**config.mk**
```make
export PLATFORM = sky130hd
export DESIGN_NAME = heb_queue
export DESIGN_NICKNAME = d
export VERILOG_FILES = /design/src/rtl/core/heb_pkg.sv /design/src/rtl/core/heb_queue.sv
export SDC_FILE = /design/constraint.sdc
export NUM_CORES = 1
export LEC_CHECK = 0
export ABC_AREA = 1
export BUFFER_PORTS_ARGS = -buffer_cell sky130_fd_sc_hd__buf_2
export CORE_MARGIN = 1
export CORE_UTILIZATION = 43
export CTS_BUF_LIST = sky130_fd_sc_hd__clkbuf_2
export DETAILED_ROUTE_END_ITERATION = 16
export PLACE_DENSITY = 0.71
export RECOVER_POWER = 100
export SETUP_SLACK_MARGIN = 0.05
export SKIP_LAST_GASP = 1
export SLEW_MARGIN = 20
export SYNTH_ARGS = -nofsm -noshare
export SYNTH_HDL_FRONTEND = slang
export SYNTH_SLANG_ARGS = --single-unit
```
**constraint.sdc**
```tcl
create_clock -name clk -period 1.9 [get_ports clk]
set_clock_uncertainty 0.15 [all_clocks]
set_input_delay 0.19 -clock clk [delete_from_list [all_inputs] [get_ports clk]]
set_output_delay 0.19 -clock clk [all_outputs]
set_load 0.05 [all_outputs]
```
**src/rtl/core/heb_pkg.sv**
```systemverilog
// Package: shared constants, types and state encodings of the edge bucket router.
`timescale 1ns / 1ps

package heb_pkg;

  localparam int MAX_PARTS   = 64;
  localparam int COUNT_WIDTH = 32;

  localparam int NodeW    = 31;
  localparam int PartW    = 7;
  localparam int IvalW    = 31;
  localparam int BucketW  = 7;
  localparam int SlotW    = 32;
  localparam int CfgIdxW  = 2;
  localparam int CfgDataW = 31;

  localparam int HashW     = 64;
  localparam int HalfW     = HashW / 2;
  localparam int HashStepW = $clog2(HashW);

  localparam int NumBuckets = MAX_PARTS + 1;
  localparam int IdxW       = $clog2(NumBuckets);

  localparam int QueueDepth = 2;
  localparam int QPtrW      = (QueueDepth > 1) ? $clog2(QueueDepth) : 1;
  localparam int QCntW      = $clog2(QueueDepth + 1);

  localparam logic [HashW-1:0] FMIX_MUL1  = 64'hff51afd7ed558ccd;
  localparam logic [HashW-1:0] FMIX_MUL2  = 64'hc4ceb9fe1a85ec53;
  localparam int               FMIX_SHIFT = 33;

  localparam logic [COUNT_WIDTH-1:0] COUNT_MAX = '1;
  localparam logic [SlotW-1:0]       SLOT_MAX  = SlotW'(COUNT_MAX);

  typedef enum logic [CfgIdxW-1:0] {
    REG_PART_COUNT     = CfgIdxW'(0),
    REG_INFER_INTERVAL = CfgIdxW'(1)
  } heb_reg_t;

  // Effective configuration seen by the front end.
  typedef struct packed {
    logic [PartW-1:0] parts;
    logic [IvalW-1:0] ival;
  } heb_cfg_t;

  // Classified edge handed from front end to back end.
  typedef struct packed {
    logic [IdxW-1:0] bucket;
    logic            infer;
    logic            new_batch;
  } heb_task_t;

  typedef enum logic [1:0] {
    F_IDLE,
    F_HASH,
    F_DIV,
    F_PUSH
  } heb_front_state_t;

  typedef enum logic {
    B_IDLE,
    B_UPDATE
  } heb_back_state_t;

endpackage

```
**src/rtl/core/heb_queue.sv**
```systemverilog
// Small FIFO between front end and back end.
`timescale 1ns / 1ps

module heb_queue import heb_pkg::*; (
  input  logic      clk,
  input  logic      rst_n,
  input  logic      push,
  input  heb_task_t push_data,
  output logic      push_ready,
  input  logic      pop,
  output logic      pop_valid,
  output heb_task_t pop_data
);

  heb_task_t        mem_r [QueueDepth];
  logic [QPtrW-1:0] wr_ptr_r, rd_ptr_r;
  logic [QCntW-1:0] cnt_r;
  logic             do_push, do_pop;

  assign push_ready = (cnt_r != QCntW'(QueueDepth));
  assign pop_valid  = (cnt_r != '0);
  assign do_push    = push && push_ready;
  assign do_pop     = pop && pop_valid;
  assign pop_data   = mem_r[rd_ptr_r];

  always_ff @(posedge clk) begin
    if (!rst_n) begin
      wr_ptr_r <= '0;
      rd_ptr_r <= '0;
      cnt_r    <= '0;
    end else begin
      if (do_push) begin
        wr_ptr_r <= (wr_ptr_r == QPtrW'(QueueDepth - 1)) ? '0 : wr_ptr_r + 1'b1;
      end
      if (do_pop) begin
        rd_ptr_r <= (rd_ptr_r == QPtrW'(QueueDepth - 1)) ? '0 : rd_ptr_r + 1'b1;
      end
      case ({do_push, do_pop})
        2'b10:   cnt_r <= cnt_r + 1'b1;
        2'b01:   cnt_r <= cnt_r - 1'b1;
        default: cnt_r <= cnt_r;
      endcase
    end
  end

  always_ff @(posedge clk) begin
    if (do_push) begin
      mem_r[wr_ptr_r] <= push_data;
    end
  end

endmodule

```
==> results by group, run 1 <==
Layout
  – Final cell count without fillers: 130
  – Final Util: 59.66%
  – Ratio of cells with drive above 1 in the final layout: 39.81%
  – Layout fillers: about 170
  – Area occupied by multi-input gates: around 240 sq um
  – Area Overhead vs Synth: 28.92%
  – NumNets Final: approximately 120
  – Inserted Diodes: 0
  – Register Area: 641.9 sq um

Yosys
  – Avg Cell Area, Syn: approximately 14 sq um
  – Net Count, Synth: just under 80
  – Synth cell types: 17
  – Sequential cell area fraction in the yosys report: ~70%
  – Yosys warning total: 0
  – Syn Inst Count: 64
  – Largest area contributor in the netlist: edfxtp_1
  – Top cell type's share of synthesized area: 58.94%
  – Main area contributors after synthesis: edfxtp_1 (59%), mux2_2 (11%), dfxtp_1 (11%)
  – FF+latch count, synth: 23
  – Cell area after synthesis: roughly 920 sq um

GRT
  – Gr ovfl total: 0
  – Initial antenna violation count: 0
  – Vias in the first global route: 500
  – GRT Util Overall: about an eighth
  – Largest net degree at the start of global routing: 14
  – First-pass GRT wire length: between 1500 and 2000 um

Timing
  – Worst slew pin tran: between 300 and 400 ps
  – RSZ-0062 raised after global routing: false
  – Setup violators final: 0
  – Hold violation count in the final report: 0
  – Slew Viols, Final: 0
  – Setup TNS: 0 ps
  – Fin crit share: between 90 and 100%
  – Peak Freq: approximately 0.57 GHz
  – Fin crit period: 1763 ps
  – Slew HR: between 70 and 80%

Floorplanning
  – DIE WIDTH: slightly below 50 um
  – Core area: approximately 0.0020 sq mm
  – Die Ht: a little under 50 um
  – Die area: about 0.0023 sq mm
  – IO Pins: 24
  – Initial core utilization: 46.28%
  – Site Rows: 16

Route
  – Post-Route WL: about 1300 um
  – Vias: approximately 600
  – Antenna-violating nets left: 0
  – DRT iter0 DRCs: 16
  – DRT Pass-1 Iters: 4
  – Drt via density: ~4.6
  – WL/cell: between 9 and 10 um
  – Residual DRC count: 0

Clock network
  – CTS tree: yes
  – # clock sinks: 23
  – Number of buffers created by CTS: 3
  – Reg clk slew, reported paths: 200 ps
  – Max H-tree Level: 1
  – Clock buffer depth: 2
  – Clk_lat worst skew: about 310 ps
  – Post-CTS Setup Inserts: 0
  – CTS root buffer: clkbuf_2

Pwr
  – Pwr Total: about 1.3 mW
  – Max VDD drop: 0.5792 mV
  – Switching share of power: between 30% and 40%
  – Internal: around 0.82 mW
  – NetSw: about 0.53 mW
  – Combinational Power Share: about 37%
  – Clk pwr share: between 10% and 20%
  – Power per cell area: about 1100 mW/mm^2
  – Lkg Pwr: 0.4806 nW
  – Seq pwr share: between 40% and 50%

Setup path
  – Reg-to-reg critical path endpoint: mem_r[1][1]
  – Worst-path fanout max: 9
  – Max stage delay on crit path: about 500 ps
  – Critical Path, Cell by Cell: mux2_2 -> clkbuf_2
  – Worst Path Buf+Inv: 1
  – Startpoint types: flip-flop
  – Crit-path slowest cell: dfxtp_2
  – Kind of critical path: reg2out
  – Crit end category: output pin
  – Reg-to-reg slack, setup: 250 ps
  – Required time of the critical path: 1560 ps
  – CP delay by family, top: flip-flops
  – Reg2reg path depth: 5
  – RR Startpoint: cnt_r[0]
  – Arr. time, crit path: between 1000 and 1500 ps

Placed design
  – Routability cong.: ~0.74
  – Dpl cells: 116
  – Port bufs: 23
  – Dpl hpwl: between 900 and 1000 um

Worst hold path
  – Hold_sp: pop
  – Hold Path Class: in2reg
  – Worst Hold Path Cells: 4

Status
  – Outcome: complete, no violations

Job
  – Maxcap violations: 0
power by group through the flow:
stage | Clock [mW] | Sequential [mW] | Combinational [mW]
after floorplan | 0 | 0.654 | 0.420
after global placement | 0 | 0.673 | 0.497
after detailed placement | 0 | 0.676 | 0.503
after CTS | 0.189 | 0.665 | 0.519
after global routing | 0.206 | 0.674 | 0.546
final | 0.183 | 0.663 | 0.502
flip-flops by register name (all words and copies together) (netlist names), named ones only:
| register | count |
|---|---|
| cnt_r | 2 |
| mem_r | 18 |
| rd_ptr_r | 1 |
| wr_ptr_r | 1 |
final cells by class:
| type | instances | area share, % |
|---|---|---|
| Sequential cell | 23 | 54.29 |
| Inverter | 5 | 1.587 |
| Multi-Input combinational cell | 35 | 20.42 |
| Clock inverter | 1 | 0.4233 |
| Clock buffer | 3 | 1.270 |
| Tap cell | 27 | 2.857 |
| Timing Repair Buffer | 36 | 19.15 |
synthesized netlist by cell type:
library cell,n
nand3_1,1
nand4_1,1
nand2_4,2
nor2_1,8
o21ai_0,1
o21a_2,1
mux2_2,9
inv_2,1
nor2_2,2
nand2_1,5
dfxtp_1,5
inv_1,4
ha_1,1
nand2_2,3
edfxtp_1,18
buf_6,1
a21oi_1,1
worst register-to-register path, stage by stage, from the launching register on:
cell and delay (ps):
dfxtp_1 420, inv_1 130, nand2_4 90, nand2_4 60, nor2_1 310, buf_4 240
worst max path at each step:
stage | startpoint | end | slack [ps] | depth (start not counted)
after floorplan | cnt_r[0] | mem_r[0][0] | 280 | 4
after global placement | flip-flop | pop_data[3] | 410 | 2
after detailed placement | flip-flop | pop_data[3] | 400 | 2
after CTS | flip-flop | pop_data[3] | 140 | 2
after global routing | flip-flop | pop_data[3] | 50 | 2
final | flip-flop | pop_data[3] | 140 | 2
layer usage:
metal	vias to the layer above	routed length, um	part of all wire, %	GRT usage [%]
met2	14	622	48	20.53
met5	-	0	0	0
met4	0	6	0.46	5.000
li1	301	-	-	-
met3	2	52	4.0	3.333
met1	281	614	47	15.42
repair_timing:
item	in CTS	in global routing
endpoints found under the setup margin	9	0
hold endpoints to repair	23	0
hold buffers	10	0
resized for setup	1	0
cell usage in the layout (no fill, tap or decap), types with 2 or more instances in the layout:
cell,count
edfxtp_1,18
clkbuf_2,15
dlygate4sd3_1,10
mux2_2,9
nor2_1,9
buf_2,8
nand2_1,6
inv_1,5
clkbuf_1,5
dfxtp_1,4
nand2_4,2
nand2_2,2
cell families after synthesis:
| family | synth area share (%) |
|---|---|
| simple gates | 12.41 |
| mux | 11.05 |
| buf+inv | 3.273 |
| flops | 69.85 |
| fa+ha+maj | 1.364 |
| compound gates | 2.046 |
through the flow:
step	setup slack (ps)	hold WS [ps]	area, sq um
after floorplan	279.4	138.9	917.1
after detailed placement	404.4	233.7	1077
after CTS	144.6	7.763	1199
final	136.8	16.22	1182
after global routing	54.23	13.30	1182
after global placement	407.2	228.6	1077
Note: power is estimated with default switching activity, not from simulation.
==> run 2, diff against run 1 <==
--- a/config.mk
+++ b/config.mk
@@ -5,13 +5,12 @@
 export SDC_FILE = /design/constraint.sdc
 export NUM_CORES = 1
 export LEC_CHECK = 0
-export ABC_AREA = 1
 export BUFFER_PORTS_ARGS = -buffer_cell sky130_fd_sc_hd__buf_2
 export CORE_MARGIN = 1
 export CORE_UTILIZATION = 43
 export CTS_BUF_LIST = sky130_fd_sc_hd__clkbuf_2
 export DETAILED_ROUTE_END_ITERATION = 16
-export PLACE_DENSITY = 0.71
+export PLACE_DENSITY = 0.72
 export RECOVER_POWER = 100
 export SETUP_SLACK_MARGIN = 0.05
 export SKIP_LAST_GASP = 1
==> run 2 against run 1 <==
Net effect:
- utilization fell by 0.38 points
- register-to-register slack got worse by 80 ps
- die area fell by 3.7%
- area after synthesis fell by 3.8%
- clock-buffer cell count rose by 1
- synthesized cell count fell by 19%
- via count fell by 11%
- critical path type unchanged
- wire length rose by 4.7%
- final area fell by 2.6%
- combinational power rose by 45%
- global-route usage rose by 1.3 points
- hold slack improved by 160 ps
==> results by group, run 2 <==
Status
  – Outcome: complete, no violations

GRT
  – Largest net degree at the start of global routing: 13 (-1)
  – First-pass GRT wire length: 1925 um (+1.1%)
  – Gr ovfl total: 0 (unchanged)
  – Initial antenna violation count: 0 (unchanged)
  – GRT Util Overall: 13.68% (+1.3 points)
  – Vias in the first global route: 449 (-10%)

Placed design
  – Dpl cells: 101 (-13%)
  – Worst Setup Slack post-DPL: 217.8 ps (-186.7 ps)
  – Port bufs: 23 (unchanged)
  – Routability cong.: 0.6380 (-14%)

Pwr
  – Power per cell area: 1418 mW/mm^2 (+24%)
  – Max VDD drop: 0.9148 mV (+58%)
  – Lkg Pwr: 0.4347 nW (-9.6%)

Timing
  – Setup violators final: 0 (unchanged)
  – Slew HR: 71.97% (-2.7 points)
  – Hold violation count in the final report: 0 (unchanged)
  – Slew Viols, Final: 0 (unchanged)
  – Worst slew pin tran: 420.5 ps (+41.53 ps)
  – Fin crit period: 1760 ps (-3.096 ps)
  – RSZ-0062 raised after global routing: false
  – Peak Freq: 0.5681 GHz (+0.18%)
  – Final setup margin: 139.9 ps (+3.096 ps)
  – Fin crit share: 92.64% (-0.16 points)
  – Setup TNS: 0 ps (unchanged)

Clock network
  – CTS root buffer: clkbuf_2
  – Clock buffer depth: 2 (unchanged)
  – Number of buffers created by CTS: 3 (unchanged)
  – Reg clk slew, reported paths: 200 ps (about the same)
  – Post-CTS Setup Inserts: 0 (unchanged)
  – # clock sinks: 23 (unchanged)
  – Max H-tree Level: 1 (unchanged)
  – Clk_lat worst skew: 310 ps (about the same)
  – CTS tree: yes

Yosys
  – Sequential cell area fraction in the yosys report: 72.62% (+2.8 points)
  – Post-synth EDFFs: 18 (unchanged)
  – Syn Inst Count: 52 (-19%)
  – Synth cell types: 20 (+3)
  – Main area contributors after synthesis: edfxtp_1 (61%), mux2_2 (11%), dfxtp_1 (11%)
  – Top cells by count, synth: edfxtp_1 (18), mux2_2 (9), dfxtp_1 (5)
  – FF+latch count, synth: 23 (unchanged)
  – Yosys warning total: 0 (unchanged)
  – Count leader, synth: edfxtp_1
  – Largest area contributor in the netlist: edfxtp_1
  – Avg Cell Area, Syn: 16.96 sq um (+18%)
  – Cell area after synthesis: 882.1 sq um (-3.8%)
  – Net Count, Synth: 66 (-15%)
  – Post-synth ARST share: 0% (unchanged)
  – Top cell type's share of synthesized area: 61.28% (+2.3 points)
  – Synth Flop Type: edfxtp_1

Setup path
  – Crit end category: output pin
  – Startpoint types: flip-flop
  – Kind of critical path: reg2out
  – Crit-path slowest cell: dfxtp_2
  – Arr. time, crit path: 1420 ps (about the same)
  – RR Startpoint: cnt_r[0]
  – Worst Path Buf+Inv: 1 (unchanged)
  – Required time of the critical path: 1560 ps (about the same)
  – Worst-path fanout max: 9 (unchanged)
  – CP delay by family, top: flip-flops
  – Critical Path, Cell by Cell: mux2_2 -> clkbuf_2
  – Max stage delay on crit path: 500 ps (about the same)

Floorplanning
  – IO Pins: 24 (unchanged)
  – Die Ht: 47.29 um (-1.8%)
  – Core area: 0.001942 sq mm (-2.0%)
  – Initial core utilization: 45.43% (-0.85 points)
  – Die area: 0.002236 sq mm (-3.7%)
  – Site Rows: 16 (unchanged)
  – DIE WIDTH: 47.29 um (-1.8%)

Layout
  – NumNets Final: 104 (-12%)
  – Layout fillers: 181 (+4.6%)
  – Area Overhead vs Synth: 30.50%
  – Inserted Diodes: 0 (unchanged)
  – Ratio of cells with drive above 1 in the final layout: 37.08% (-2.7 points)
  – Final Util: 59.28% (-0.38 points)
  – Regs by FF count: mem_r: 18 flops, cnt_r: 2 flops
  – Largest register FFs: 18 (unchanged)
  – Commonest cells after routing, fill and taps aside: edfxtp_1 (18), clkbuf_2 (15), dlygate4sd3_1 (11)
  – Final cell count without fillers: 116 (-11%)
  – Area occupied by multi-input gates: 235.2 sq um (-2.6%)
  – Reg with most FFs: mem_r
  – Register Area: 641.9 sq um (unchanged)
  – Commonest non-fill, non-tap cell in the layout: edfxtp_1

Worst hold path
  – Hold Path Class: in2reg
  – Hold_sp: pop

Route
  – Vias: 532 (-11%)
  – DRT Pass-1 Iters: 2 (-2)
  – WL/cell: 11.70 um (+17%)
  – Post-Route WL: 1357 um (+4.7%)
  – DRT iter0 DRCs: 6 (-10)
  – Drt via density: 4.586 (-0.30%)
  – Antenna-violating nets left: 0 (unchanged)
  – Residual DRC count: 0 (unchanged)

Job
  – Maxcap violations: 0 (unchanged)
-- run 2: metrics by stage --
| step | cell area (sq um) | hold WS, ps | power [mW] |
|---|---|---|---|
| 4_1_cts | 1150 | 9.883 | 1.652 |
| 6_report | 1151 | 179.9 | 1.633 |
| 3_5_place_dp | 1028 | 233.7 | 1.447 |
| 5_1_grt | 1151 | 171.3 | 1.723 |
| 2_1_floorplan | 884.6 | 138.9 | 1.303 |
| 3_3_place_gp | 1028 | 228.6 | 1.425 |
-- run 2: cell families (layout without fill, tap and decap cells) --
group	count (synthesis)	in the layout	synth area share (%)
buf+inv	2	39	0.9920
flops	23	23	72.62
xor+xnor	3	3	2.979
mux	9	9	11.49
compound gates	5	5	4.256
simple gates	9	9	6.243
fa+ha+maj	1	1	1.418
-- run 2: final timing paths --
path / end / slack, ps / cells past startpoint
setup / recovery: pop_data[6] / 140 / 2
hold / removal: flip-flop / 180 / 4
setup reg to reg: cnt_r[1] / 170 / 5
hold reg to reg: cnt_r[1] / 400 / 2
-- run 2: where the power goes --
part | internal, mW | switching, mW | leakage [nW]
combinational | 0.245 | 0.483 | 0.208
sequential | 0.648 | 0.0715 | 0.210
clock | 0.0557 | 0.129 | 0.0166
-- run 2: final cells by class --
type                            count  area share [%]
Timing Repair Buffer               34           18.80
Clock buffer                        4           1.739
Multi-Input combinational cell     27           20.43
Sequential cell                    23           55.76
Tap cell                           27           2.935
Inverter                            1          0.3261
-- run 2: timing repair --
action | CTS | global route
gates resized for setup | 1 | 0
hold endpoints to repair | 23 | 1
hold buffers | 10 | 1
endpoints found under the setup margin | 9 | 0
-- run 2: metal layers --
layer	up-vias	track usage (%)	wire (um)
li1	264	-	-
met3	2	4.615	37
met1	255	14.39	563
met4	0	10.29	11
met2	11	22.47	745
met5	-	0	0
-- run 2: worst min-delay path, delay by kind of cell --
| family | cells | cell delay (ps) |
|---|---|---|
| buf+inv | 1 | 80 |
| xor+xnor | 1 | 150 |
| compound gates | 1 | 170 |
| simple gates | 1 | 50 |
